**src/rtl/assert_macros.svh**
```systemverilog
// Assertion helpers shared by the ramp controller RTL.
// Each macro wraps a clocked property that is disabled while reset is low.
`ifndef ASSERT_MACROS_SVH
`define ASSERT_MACROS_SVH

// Check prop at every rising edge of clk_i outside reset.
`define ASSERT_CLK(label, prop, msg) \
  label: assert property (@(posedge clk_i) disable iff (!rst_ni) (prop)) \
    else $error(msg);

// Check that cond implies prop at the next rising edge of clk_i.
`define ASSERT_NEXT(label, cond, prop, msg) \
  label: assert property (@(posedge clk_i) disable iff (!rst_ni) (cond) |=> (prop)) \
    else $error(msg);

`endif

```
**src/rtl/dacramp_pkg.sv**
```systemverilog
// Shared types and constants for the two-channel DAC soft-start ramp.
// Used by the decoder, the command queue, the executor and the top level.
package dacramp_pkg;

  // Input function codes.
  typedef enum logic [3:0] {
    FUNC_RAMP_TICK = 4'd0,
    FUNC_SLOW_TICK = 4'd1,
    FUNC_START     = 4'd2,
    FUNC_STOP      = 4'd3,
    FUNC_JOG1_UP   = 4'd4,
    FUNC_JOG1_DN   = 4'd5,
    FUNC_JOG2_UP   = 4'd6,
    FUNC_JOG2_DN   = 4'd7,
    FUNC_LOAD1     = 4'd8,
    FUNC_LOAD2     = 4'd9
  } func_e;

  // Decoded operations, coil gating already applied.
  typedef enum logic [3:0] {
    OP_NONE,
    OP_RAMP,
    OP_SLOW,
    OP_START,
    OP_STOP,
    OP_JOG1_UP,
    OP_JOG1_DN,
    OP_JOG2_UP,
    OP_JOG2_DN,
    OP_LOAD1,
    OP_LOAD2
  } op_e;

  localparam int unsigned FUNC_W  = 4;
  localparam int unsigned LOAD_W  = 12;
  localparam int unsigned OUT_W   = 13;
  localparam int unsigned STEP_W  = 8;
  localparam int unsigned JOG_W   = 12;
  localparam int unsigned DELAY_W = 8;
  localparam int unsigned CFG_W   = 12;
  localparam int unsigned CFG_IDX_W = 2;

  typedef enum logic [CFG_IDX_W-1:0] {
    CFG_RAMP_STEP = 2'd0,
    CFG_JOG_MAX   = 2'd1,
    CFG_JOG_MIN   = 2'd2,
    CFG_OFF_DELAY = 2'd3
  } cfg_idx_e;

  localparam logic [STEP_W-1:0]  RAMP_STEP_RST = 8'd10;
  localparam logic [JOG_W-1:0]   JOG_MAX_RST   = 12'd4095;
  localparam logic [JOG_W-1:0]   JOG_MIN_RST   = 12'd100;
  localparam logic [DELAY_W-1:0] OFF_DELAY_RST = 8'd20;

  localparam int unsigned QUEUE_DEPTH = 2;
  localparam int unsigned QPTR_W      = 1;
  localparam int unsigned QCNT_W      = 2;

  typedef struct packed {
    op_e               op;
    logic [LOAD_W-1:0] value;
  } cmd_t;

endpackage

```
**src/rtl/two_channel_dac_soft_start_ramp.sv**
```systemverilog
// Top level of the two-channel DAC soft-start ramp controller.
// Depends on dacramp_pkg, dacramp_front, dacramp_queue and dacramp_back.
//
// Usage:
//   Input channel (in_valid_i / in_stall_o) carries one event per item:
//   func_i selects ramp tick, slow tick, start, stop, setpoint jog or load;
//   coil_on_i gates start, stop and jog; load_value_i feeds the loads.
//   Output channel (out_valid_o / out_stall_i) returns exactly one result
//   item per input item: both drive values, the DAC update strobe, the
//   relay level and the auto-mode flag after that event.
//   Items are decoded into a two-entry command queue; the executor pops one
//   command per cycle into a registered result slot unless a stalled result
//   still holds it. Each item passes through a queue entry and then the
//   result slot before out_valid_o rises; sustained throughput is one item
//   per cycle while the receiver does not stall.
//   When the receiver stalls, the result slot holds, the queue fills, and
//   in_stall_o rises once both queue entries are taken.
//   Reset clears drives, setpoints, pending flags, relay and delay count,
//   and loads the register defaults: step 10, jog limits 4095 and 100,
//   off delay 20. Write configuration through cfg_we_i only while idle.
module two_channel_dac_soft_start_ramp #(
  parameter int unsigned DAC_BITS = 12
) (
  input  logic                              clk_i,
  input  logic                              rst_ni,
  input  logic                              cfg_we_i,
  input  logic [dacramp_pkg::CFG_IDX_W-1:0] cfg_idx_i,
  input  logic [dacramp_pkg::CFG_W-1:0]     cfg_data_i,
  input  logic                              in_valid_i,
  output logic                              in_stall_o,
  input  logic [dacramp_pkg::FUNC_W-1:0]    func_i,
  input  logic                              coil_on_i,
  input  logic [dacramp_pkg::LOAD_W-1:0]    load_value_i,
  output logic                              out_valid_o,
  input  logic                              out_stall_i,
  output logic [dacramp_pkg::OUT_W-1:0]     dac_one_o,
  output logic [dacramp_pkg::OUT_W-1:0]     dac_two_o,
  output logic                              dac_update_o,
  output logic                              relay_on_o,
  output logic                              auto_active_o
);
  import dacramp_pkg::*;

  cmd_t dec_cmd;
  cmd_t head_cmd;
  logic q_full;
  logic q_empty;
  logic q_push;
  logic q_pop;

  assign in_stall_o = q_full;
  assign q_push     = in_valid_i && !q_full;

  dacramp_front u_front (
    .func_i       (func_i),
    .coil_on_i    (coil_on_i),
    .load_value_i (load_value_i),
    .cmd_o        (dec_cmd)
  );

  dacramp_queue u_queue (
    .clk_i      (clk_i),
    .rst_ni     (rst_ni),
    .push_i     (q_push),
    .push_cmd_i (dec_cmd),
    .pop_i      (q_pop),
    .head_cmd_o (head_cmd),
    .full_o     (q_full),
    .empty_o    (q_empty)
  );

  dacramp_back #(
    .DAC_BITS (DAC_BITS)
  ) u_back (
    .clk_i         (clk_i),
    .rst_ni        (rst_ni),
    .cfg_we_i      (cfg_we_i),
    .cfg_idx_i     (cfg_idx_i),
    .cfg_data_i    (cfg_data_i),
    .cmd_avail_i   (!q_empty),
    .cmd_i         (head_cmd),
    .pop_o         (q_pop),
    .out_valid_o   (out_valid_o),
    .out_stall_i   (out_stall_i),
    .dac_one_o     (dac_one_o),
    .dac_two_o     (dac_two_o),
    .dac_update_o  (dac_update_o),
    .relay_on_o    (relay_on_o),
    .auto_active_o (auto_active_o)
  );

endmodule

```
**src/rtl/dacramp_front.sv**
```systemverilog
// Front end: classifies one input item into a queued command.
// Depends on dacramp_pkg for the function codes and the command type.
module dacramp_front (
  input  logic [dacramp_pkg::FUNC_W-1:0] func_i,
  input  logic                           coil_on_i,
  input  logic [dacramp_pkg::LOAD_W-1:0] load_value_i,
  output dacramp_pkg::cmd_t              cmd_o
);
  import dacramp_pkg::*;

  always_comb begin
    cmd_o.value = load_value_i;
    case (func_i)
      FUNC_RAMP_TICK: cmd_o.op = OP_RAMP;
      FUNC_SLOW_TICK: cmd_o.op = OP_SLOW;
      FUNC_START:     cmd_o.op = coil_on_i ? OP_START   : OP_NONE;
      FUNC_STOP:      cmd_o.op = coil_on_i ? OP_STOP    : OP_NONE;
      FUNC_JOG1_UP:   cmd_o.op = coil_on_i ? OP_JOG1_UP : OP_NONE;
      FUNC_JOG1_DN:   cmd_o.op = coil_on_i ? OP_JOG1_DN : OP_NONE;
      FUNC_JOG2_UP:   cmd_o.op = coil_on_i ? OP_JOG2_UP : OP_NONE;
      FUNC_JOG2_DN:   cmd_o.op = coil_on_i ? OP_JOG2_DN : OP_NONE;
      FUNC_LOAD1:     cmd_o.op = OP_LOAD1;
      FUNC_LOAD2:     cmd_o.op = OP_LOAD2;
      default:        cmd_o.op = OP_NONE;
    endcase
  end

endmodule

```
**src/rtl/dacramp_queue.sv**
```systemverilog
// Two-entry command queue between the decoder and the executor.
// Depends on dacramp_pkg for the command type and the queue sizing.
module dacramp_queue (
  input  logic              clk_i,
  input  logic              rst_ni,
  input  logic              push_i,
  input  dacramp_pkg::cmd_t push_cmd_i,
  input  logic              pop_i,
  output dacramp_pkg::cmd_t head_cmd_o,
  output logic              full_o,
  output logic              empty_o
);
  import dacramp_pkg::*;

  cmd_t              entry_q [QUEUE_DEPTH];
  logic [QPTR_W-1:0] wr_ptr_q, wr_ptr_d;
  logic [QPTR_W-1:0] rd_ptr_q, rd_ptr_d;
  logic [QCNT_W-1:0] count_q, count_d;

  assign full_o     = (count_q == QCNT_W'(QUEUE_DEPTH));
  assign empty_o    = (count_q == '0);
  assign head_cmd_o = entry_q[rd_ptr_q];

  always_comb begin
    wr_ptr_d = push_i ? wr_ptr_q + 1'b1 : wr_ptr_q;
    rd_ptr_d = pop_i  ? rd_ptr_q + 1'b1 : rd_ptr_q;
    count_d  = count_q;
    if (push_i && !pop_i) begin
      count_d = count_q + 1'b1;
    end else if (pop_i && !push_i) begin
      count_d = count_q - 1'b1;
    end
  end

  always_ff @(posedge clk_i or negedge rst_ni) begin
    if (!rst_ni) begin
      wr_ptr_q <= '0;
      rd_ptr_q <= '0;
      count_q  <= '0;
    end else begin
      wr_ptr_q <= wr_ptr_d;
      rd_ptr_q <= rd_ptr_d;
      count_q  <= count_d;
    end
  end

  always_ff @(posedge clk_i) begin
    if (push_i) begin
      entry_q[wr_ptr_q] <= push_cmd_i;
    end
  end

`include "assert_macros.svh"

  `ASSERT_CLK(a_no_pop_empty, !(pop_i && empty_o), "queue popped while empty")
  `ASSERT_CLK(a_no_push_full, !(push_i && full_o && !pop_i), "queue overrun")
  `ASSERT_NEXT(a_count_track, push_i && !pop_i, count_q == $past(count_q) + 1'b1,
               "queue count did not advance on push")

endmodule

```
**src/rtl/dacramp_back.sv**
```systemverilog
// Back end: executes queued commands on the ramp state and holds the result.
// Depends on dacramp_pkg; holds the configuration registers it uses.
module dacramp_back #(
  parameter int unsigned DAC_BITS = 12
) (
  input  logic                              clk_i,
  input  logic                              rst_ni,
  input  logic                              cfg_we_i,
  input  logic [dacramp_pkg::CFG_IDX_W-1:0] cfg_idx_i,
  input  logic [dacramp_pkg::CFG_W-1:0]     cfg_data_i,
  input  logic                              cmd_avail_i,
  input  dacramp_pkg::cmd_t                 cmd_i,
  output logic                              pop_o,
  output logic                              out_valid_o,
  input  logic                              out_stall_i,
  output logic [dacramp_pkg::OUT_W-1:0]     dac_one_o,
  output logic [dacramp_pkg::OUT_W-1:0]     dac_two_o,
  output logic                              dac_update_o,
  output logic                              relay_on_o,
  output logic                              auto_active_o
);
  import dacramp_pkg::*;

  localparam int unsigned DRV_W = DAC_BITS + 1;

  logic [STEP_W-1:0]   ramp_step_q;
  logic [JOG_W-1:0]    jog_max_q;
  logic [JOG_W-1:0]    jog_min_q;
  logic [DELAY_W-1:0]  off_delay_q;

  logic [DRV_W-1:0]    drive1_q, drive1_d, drive2_q, drive2_d;
  logic [DAC_BITS-1:0] target1_q, target1_d, target2_q, target2_d;
  logic                start_q, start_d, stop_q, stop_d;
  logic                auto_q, auto_d, relay_q, relay_d;
  logic [DELAY_W-1:0]  delay_q, delay_d;
  logic                update_d;

  logic                out_valid_q, out_valid_d;
  logic [OUT_W-1:0]    out_one_q, out_two_q;
  logic                out_update_q, out_relay_q, out_auto_q;

  function automatic logic [DRV_W-1:0] ramp_ch(logic [DRV_W-1:0] drive,
                                               logic [DAC_BITS-1:0] target,
                                               logic [STEP_W-1:0] step);
    logic [DRV_W-1:0] tgt;
    tgt = DRV_W'(target);
    return (drive < tgt) ? drive + DRV_W'(step) : tgt;
  endfunction

  function automatic logic [DAC_BITS-1:0] jog(logic [DAC_BITS-1:0] target, logic up,
                                              logic [JOG_W-1:0] hi, logic [JOG_W-1:0] lo);
    logic [DAC_BITS-1:0] res;
    if (up) begin
      res = (32'(target) < 32'(hi)) ? target + 1'b1 : DAC_BITS'(hi);
    end else begin
      res = (32'(target) > 32'(lo)) ? target - 1'b1 : DAC_BITS'(lo);
    end
    return res;
  endfunction

  // Take the head command when the result slot is free or being drained.
  assign pop_o       = cmd_avail_i && (!out_valid_q || !out_stall_i);
  assign out_valid_d = pop_o || (out_valid_q && out_stall_i);

  always_comb begin
    drive1_d  = drive1_q;
    drive2_d  = drive2_q;
    target1_d = target1_q;
    target2_d = target2_q;
    start_d   = start_q;
    stop_d    = stop_q;
    auto_d    = auto_q;
    relay_d   = relay_q;
    delay_d   = delay_q;
    update_d  = 1'b0;
    case (cmd_i.op)
      OP_RAMP: begin
        if (start_q) begin
          start_d  = 1'b0;
          drive1_d = '0;
          drive2_d = '0;
          relay_d  = 1'b0;
          auto_d   = 1'b1;
        end
        if (auto_d && !stop_q) begin
          drive1_d = ramp_ch(drive1_d, target1_q, ramp_step_q);
          drive2_d = ramp_ch(drive2_d, target2_q, ramp_step_q);
          update_d = 1'b1;
        end else if (stop_q) begin
          drive1_d = '0;
          drive2_d = '0;
          auto_d   = 1'b0;
          stop_d   = 1'b0;
          delay_d  = off_delay_q;
          update_d = 1'b1;
        end
        if (drive1_d == DRV_W'(target1_q) && drive2_d == DRV_W'(target2_q)) begin
          auto_d = 1'b0;
        end
      end
      OP_SLOW: begin
        if (delay_q != '0) begin
          delay_d = delay_q - 1'b1;
          if (delay_q == DELAY_W'(1)) begin
            relay_d = 1'b1;
          end
        end
      end
      OP_START:   start_d   = 1'b1;
      OP_STOP:    stop_d    = 1'b1;
      OP_JOG1_UP: target1_d = jog(target1_q, 1'b1, jog_max_q, jog_min_q);
      OP_JOG1_DN: target1_d = jog(target1_q, 1'b0, jog_max_q, jog_min_q);
      OP_JOG2_UP: target2_d = jog(target2_q, 1'b1, jog_max_q, jog_min_q);
      OP_JOG2_DN: target2_d = jog(target2_q, 1'b0, jog_max_q, jog_min_q);
      OP_LOAD1:   target1_d = DAC_BITS'(cmd_i.value);
      OP_LOAD2:   target2_d = DAC_BITS'(cmd_i.value);
      default:    ;
    endcase
  end

  always_ff @(posedge clk_i or negedge rst_ni) begin
    if (!rst_ni) begin
      ramp_step_q <= RAMP_STEP_RST;
      jog_max_q   <= JOG_MAX_RST;
      jog_min_q   <= JOG_MIN_RST;
      off_delay_q <= OFF_DELAY_RST;
    end else if (cfg_we_i) begin
      case (cfg_idx_e'(cfg_idx_i))
        CFG_RAMP_STEP: ramp_step_q <= cfg_data_i[STEP_W-1:0];
        CFG_JOG_MAX:   jog_max_q   <= cfg_data_i[JOG_W-1:0];
        CFG_JOG_MIN:   jog_min_q   <= cfg_data_i[JOG_W-1:0];
        CFG_OFF_DELAY: off_delay_q <= cfg_data_i[DELAY_W-1:0];
        default:       ;
      endcase
    end
  end

  always_ff @(posedge clk_i or negedge rst_ni) begin
    if (!rst_ni) begin
      drive1_q    <= '0;
      drive2_q    <= '0;
      target1_q   <= '0;
      target2_q   <= '0;
      start_q     <= 1'b0;
      stop_q      <= 1'b0;
      auto_q      <= 1'b0;
      relay_q     <= 1'b0;
      delay_q     <= '0;
      out_valid_q <= 1'b0;
    end else begin
      out_valid_q <= out_valid_d;
      if (pop_o) begin
        drive1_q  <= drive1_d;
        drive2_q  <= drive2_d;
        target1_q <= target1_d;
        target2_q <= target2_d;
        start_q   <= start_d;
        stop_q    <= stop_d;
        auto_q    <= auto_d;
        relay_q   <= relay_d;
        delay_q   <= delay_d;
      end
    end
  end

  always_ff @(posedge clk_i) begin
    if (pop_o) begin
      out_one_q    <= OUT_W'(drive1_d);
      out_two_q    <= OUT_W'(drive2_d);
      out_update_q <= update_d;
      out_relay_q  <= relay_d;
      out_auto_q   <= auto_d;
    end
  end

  assign out_valid_o   = out_valid_q;
  assign dac_one_o     = out_one_q;
  assign dac_two_o     = out_two_q;
  assign dac_update_o  = out_update_q;
  assign relay_on_o    = out_relay_q;
  assign auto_active_o = out_auto_q;

`include "assert_macros.svh"

  `ASSERT_CLK(a_relay_on_at_zero, !$rose(relay_q) || $past(delay_q) == DELAY_W'(1),
              "relay turned on without the off-delay expiring")
  `ASSERT_NEXT(a_stop_ends_auto, pop_o && cmd_i.op == OP_RAMP && stop_q,
               !auto_q && !stop_q && drive1_q == '0 && drive2_q == '0,
               "pending stop not applied on ramp tick")

endmodule

```
**config.mk**
```make
export PLATFORM = sky130hd
export DESIGN_NAME = two_channel_dac_soft_start_ramp
export DESIGN_NICKNAME = d
export VERILOG_FILES = /design/src/rtl/dacramp_pkg.sv /design/src/rtl/two_channel_dac_soft_start_ramp.sv /design/src/rtl/dacramp_front.sv /design/src/rtl/dacramp_queue.sv /design/src/rtl/dacramp_back.sv
export VERILOG_INCLUDE_DIRS = /design/src /design/src/rtl
export SDC_FILE = /design/constraint.sdc
export NUM_CORES = 1
export LEC_CHECK = 0
export ABC_CLOCK_PERIOD_IN_PS = 3650
export BUFFER_PORTS_ARGS = -buffer_cell sky130_fd_sc_hd__buf_4
export CORE_UTILIZATION = 30
export DETAILED_ROUTE_END_ITERATION = 8
export MAX_ROUTING_LAYER = met4
export PLACE_DENSITY = 0.47
export SKIP_LAST_GASP = 1
export SLEW_MARGIN = 20
export SYNTH_ARGS = -nofsm -noshare
export SYNTH_HDL_FRONTEND = slang
export SYNTH_SLANG_ARGS = --single-unit
```
**constraint.sdc**
```tcl
create_clock -name clk_i -period 3.65 [get_ports clk_i]
set_input_delay 0.73 -clock clk_i [delete_from_list [all_inputs] [get_ports clk_i]]
set_output_delay 0.73 -clock clk_i [all_outputs]
set_load 0.03 [all_outputs]
```
# After elaboration in Yosys (flattened, before gate mapping)
# Memories as Yosys holds them, arrays and structs flattened.
# Cells that the tools add are included.
# W data, S select, Z words.
[totals]
ff_bits = 136
mem_bits_rw = 32
in_bits = 36
out_inout_bits = 31
wordCells = 154
n_memories = 1
[memory_table]
columns = ["name", "words", "word_bits", "rd", "rd_clocked_by_memory_dff", "wr", "line", "source"]
rows = [
  ["u_queue.entry_q", 2, 16, 1, 0, 1, "dacramp_queue.sv:15", "cmd_t entry_q [QUEUE_DEPTH];"],
]
[op_classes]
add_sub_neg = 11
n_lt_le_gt_ge = 6
n_eq_ne = 29
n_mux = 50
reduce_logical = 35
[op_table]
columns = ["op", "count"]
rows = [
  ["$mux W13", 14],
  ["$pmux W12 S3", 2],
  ["$mux W12", 4],
  ["$pmux W4 S10", 1],
  ["$eq A4 B3 Y1 const B", 8],
  ["$add A13 B8 Y13", 2],
  ["$eq A13 B12 Y1", 2],
  ["$lt A13 B12 Y1", 2],
  ["$add A12 B1 Y12 const B", 2],
  ["$gt A12 B12 Y1", 2],
  ["$lt A12 B12 Y1", 2],
  ["$mux W8", 3],
  ["$sub A12 B1 Y12 const B", 2],
  ["$eq A4 B4 Y1 const B", 5],
  ["$eq A4 B2 Y1 const B", 4],
  ["$pmux W8 S2", 1],
  ["$mux W1", 14],
  ["$reduce_and A2 Y1", 7],
  ["$mux W3", 4],
  ["$eq A4 B1 Y1 const B", 2],
  ["$eq A8 B1 Y1 const B", 1],
  ["$reduce_bool A2 Y1", 4],
  ["$reduce_bool A8 Y1", 1],
  ["$sub A8 B1 Y8 const B", 1],
  ["18 further kinds", 41],
]

# Longest topological paths before layout
# An unclocked memory read counts as a cell.
[logic_depth]
depth_word = 11
ltp_mapped = 19
ltp_nobuf = 14

# Hierarchy
# Synthesis repeated with hierarchy kept, for this count alone.
[unflattened]
cells_unflattened = 1509
hier_area_um2 = 13503.0
[modules_own_cells]
columns = ["mod", "instances", "cells_per_inst", "area_each_um2", "seq_area_each_um2"]
rows = [
  ["dacramp_back", 1, 1417, 11903.9, 3472.1],
  ["dacramp_queue", 1, 66, 1392.6, 1061.0],
  ["dacramp_front", 1, 24, 188.9, 0.0],
  ["two_channel_dac_soft_start_ramp", 1, 2, 17.5, 0.0],
]

# Least setup slack after synthesis
# No wires, ideal clock.
[synth_path]
path_type = "reg2reg"
startpoint = "register u_back.start_q"
endpoint = "register u_back.out_auto_q, in the netlist u_back.auto_active_o (data pin)"
setup_time_ns = 0.254
arrival_time_ns = 3.659
required_time_ns = 3.396
setup_slack_ns = -0.263
path_stages_with_launch = 19
path_buffers = 5
period_less_slack_ns = 3.913
cell_sequence = "dfrtp_1 buf_6 buf_6 buf_6 buf_6 clkbuf_1 nor2_1 ha_1 ha_1 nand2_1 a211oi_2 a211oi_2 o31ai_4 and3_1 nor4_1 a311o_1 o41ai_2 a31oi_1 a21o_1"
[synth_via]
elab_chain_cells = 10
word_cells_on_any_way = 26
cone_classes = "add/sub: 2; order compare: 2; eq/ne: 2; mux: 18; reduce/logical: 2"
[synth_rtl]
columns = ["element", "line", "source"]
rows = [
  ["from (decl)", "dacramp_back.sv:33", "logic start_q, start_d, stop_q, stop_d;"],
  ["from (signal assigned)", "dacramp_back.sv:157", "start_q <= start_d;"],
  ["$mux W13", "dacramp_back.sv:78", "if (start_q) begin"],
  ["$mux W13", "dacramp_back.sv:76", "case (cmd_i.op)"],
  ["$add A13 B8 Y13 or $lt A13 B12 Y1 (tied branches)", "dacramp_back.sv:47", "return (drive < tgt) ? drive + DRV_W'(step) : tgt;"],
  ["$mux W13", "dacramp_back.sv:47", ""],
  ["$mux W13", "dacramp_back.sv:85", "if (auto_d && !stop_q) begin"],
  ["$mux W13", "dacramp_back.sv:76", ""],
  ["$eq A13 B12 Y1", "dacramp_back.sv:97", "if (drive1_d == DRV_W'(target1_q) && drive2_d == DRV_W'(target2_q)) begin"],
  ["$logic_and A1 B1 Y1", "dacramp_back.sv:97", ""],
  ["$mux W1 (*)", "dacramp_back.sv:97", ""],
  ["$mux W1 (*)", "dacramp_back.sv:76", ""],
  ["net u_back.auto_d", "dacramp_back.sv:34", "logic auto_q, auto_d, relay_q, relay_d;"],
  ["to (signal assigned)", "dacramp_back.sv:172", "out_auto_q <= auto_d;"],
  ["to (decl)", "dacramp_back.sv:40", "logic out_update_q, out_relay_q, out_auto_q;"],
]
# The timed path passes the listed nets; every way through them passes the cells marked *. The select of a mux whose other input is x is not followed.
# A chain may end at the register's enable or synchronous reset.

# Final worst setup path
# Same ends and word-level chain as after synthesis.

==> run summary <==
RSZ-0062 raised after global routing: true
Synth Instances: 1498
Min-Delay Path Class: input port to asynchronous set/reset pin
Compound-Gate Fraction of Synth Area: 0.217
Multiplexer share of the synthesized area: 0.0677
Most frequent cells after synthesis: nand2_1 (190), o21ai_0 (118), nor2_1 (110), dfrtp_1 (88), ha_1 (73)
Clock transition at path regs: 80 ps
Placement Setup Slack: 71.2 ps
Area growth from synthesis to layout: 21.6%
Slew HR: 0.392
WP data required: 3900 ps
Share of cells above drive strength 1: 0.229
Core footprint: 0.0423 sq mm
Post-synth EDFFs: 61
Worst path bufs/invs: 2
Initial antenna violation count: 2
Routed vias: 12258
Critical path launch point type: register
Sequential cell area: 0.00453 sq mm
Status: completed
Maximum VDD drop: 0.467 mV
Pin count of the biggest net entering global routing: 43
Simple-gate share of the synthesized area: 0.184
ANT nets after route: 0
Final Setup Violations: 0
Worst stage delay on the critical path: 440 ps
Htree depth: 4
Multi-input gate area: 0.00784 sq mm
DRT Pass-1 Iters: 7
Final Power: 0.0141 W
Yosys top cell area share: 0.170
Fin Clk Skew: 13.0 ps
Kind of critical path: register to register
Fill count: 4356
CTS tree: yes
Mapped Area: 0.0130 sq mm
Site Rows: 75
Number of max-cap violations: 0
Routed len/inst: 23.1 microns
Main flop type after synthesis: dfrtp_1
Crit path DAT: 3780 ps
First DRT Iteration DRCs: 1145
FMAX: 283 MHz
Main combinational cell family by area after synthesis: compound AO/OA/AOI/OAI gates
Top cell type by total area after synthesis: dfrtp_1
Post-synth net total: 1607
Crit-path max FO: 4
GRT Total Usage: 0.245
Largest cells by area after synthesis: dfrtp_1 (17%), edfxtp_1 (14%), ha_1 (7.0%)
Worst Setup Slack, final: 121 ps
Synth unique cells: 91
Leak: 6.65 nW
Cell with the most instances after synthesis: nand2_1
First-pass GRT wire length: 76300 microns
Synth warnings: 0
NumNets Final: 1757
Via-to-Cell Ratio: 5.47
Critical-path cell list: or2b_2 > xnor2_1 > buf_4 > ha_4 > buf_4 > a211o_1 > o221ai_1 > xnor2_1 > o21ai_1 > a221o_1 > a211oi_2 > nand4_1 > nor4_2 > a31oi_1 > a21o_1
Slowest stage cell, crit path: dfrtp_2
Final wirelength: 51700 microns
Worst Max-Slew Pin Slew: 909 ps
Element type at the critical path end: register
Register area share after synthesis: 0.349
GRT overflow: 0
Top delay family on crit path: compound AO/OA/AOI/OAI gates
XOR/XNOR Fraction of Synth Area: 0.0531
Async set or reset register ratio after synthesis: 0.637
Syn avg cell area: 8.66 sq um
Die area: 0.0441 sq mm
Synthesized flop and latch total: 168
Final hold vios: 0
Vias in the first global route: 11808
Clock root buffer: clkbuf_16
Max clock buf depth: 2
Clk_lat worst skew: 490 ps
Residual DRC: 0
Tcrit/Tclk final: 0.967
Initial Utilization: 0.306
Pwr dens: 893 mW/mm^2
Placer Congestion: 1.02
Pins over their slew limit: 0
CTS buffer count: 17
Final min period: 3530 ps
Port Buffers: 66
Hpwl dp: 39900 microns
Synth Area in Adders: 0.0720
I/O pin cnt: 67
CTS Sinks: 168
Die Ht: 210 microns
Die X-Extent: 210 microns
==> repair_timing <==
item	4_1_cts	5_1_grt
hold buffers	0	0
endpoints found under the setup margin	0	4
gates resized for setup	0	17
buffers inserted	0	9
endpoints found under the hold margin	0	0
==> sequential cells by signal, summed over array words and instances (netlist names), 12 cells and up <==
register	count
u_back.dac_two_o	13
u_back.drive1_q	13
u_queue.entry_q	32
u_back.jog_min_q	12
u_back.target2_q	12
u_back.target1_q	12
u_back.jog_max_q	12
u_back.drive2_q	13
u_back.dac_one_o	13
==> per-stage QoR <==
step	instances	hold slack, ps	setup TNS [ps]	utilization	cell area (sq um)
floorplan	1498	434	0	-	13000
finish	2240	262	0	0.373	15800
CTS	2227	241	0	0.368	15600
detailed placement	2195	486	0	0.354	15000
global placement	2195	478	0	0.354	15000
global route	2240	280	-54.6	0.373	15800
==> per-layer routing <==
layer | vias up | part of all wire | wire length (microns) | global-route usage
met3 | 90 | 0.068 | 3510 | 0.0515
met2 | 468 | 0.45 | 23100 | 0.361
li1 | 5761 | - | - | -
met5 | - | 0 | 0 | -
met4 | 0 | 0.036 | 1880 | 0.112
met1 | 5939 | 0.45 | 23200 | 0.320
==> layout by cell type (no fill, tap or decap), drive strengths merged, types with 8 or more instances in the layout <==
cell type  count
buf          226
nand2        190
o21ai        126
nor2         111
dfrtp         88
inv           74
a21oi         73
ha            73
xnor2         61
edfxtp        61
mux2          54
nand3         41
o211ai        34
nor3          32
nand2b        29
a211oi        28
mux2i         27
nor2b         23
clkbuf        23
a21o          20
a31oi         20
nand4         20
dfstp         19
a22oi         18
xor2          15
and3          11
nor4           9
o22ai          8
clkinv         8
==> cell families (layout without fill, tap and decap cells) <==
family                     after synthesis  after routing
and+or+nand+nor                        507            507
other                                    0              2
adders and majority gates               75             75
AOI/OAI and AO/OA                      420            420
DFF                                    168            168
xor gates and xnor gates                77             77
buffers and inverters                  170            333
muxes                                   81             81
==> where the power goes <==
part	internal [W]	switching [W]	leakage (nW)	total (W)
Combinational	0.00346	0.00535	4.50	0.00881
Clock	0.00103	0.000855	0.293	0.00188
Sequential	0.00268	0.000711	1.86	0.00339
==> final timing paths <==
check	start	endpoint	slack, ps	cells after the start
min in group clk_i	load_value_i[8]	u_queue.entry_q[0][8]$_DFFE_PP_	420	1
worst min-delay path	rst_ni	u_back.target1_q[5]$_DFFE_PN0P_	260	1
worst max register to register	u_back.start_q$_DFFE_PN0P_	u_back.auto_active_o$_DFFE_PP_	120	15
max in group asynchronous	rst_ni	u_back.off_delay_q[2]$_DFFE_PN1P_	2630	2
worst min register to register	u_queue.wr_ptr_q$_DFFE_PN0P_	u_queue.wr_ptr_q$_DFFE_PN0P_	500	1
worst max-delay path	u_back.start_q$_DFFE_PN0P_	u_back.auto_active_o$_DFFE_PP_	120	15
==> final cells by class <==
| cell class | count | area share |
|---|---|---|
| Multi-Input combinational cell | 1160 | 0.497 |
| Sequential cell | 168 | 0.287 |
| Timing Repair Buffer | 228 | 0.115 |
| Tap cell | 577 | 0.0458 |
| Clock buffer | 21 | 0.0305 |
| Inverter | 73 | 0.0174 |
| Clock inverter | 11 | 0.00698 |
| Antenna cell | 2 | 0.000317 |
(Power assumes the default switching activity.)
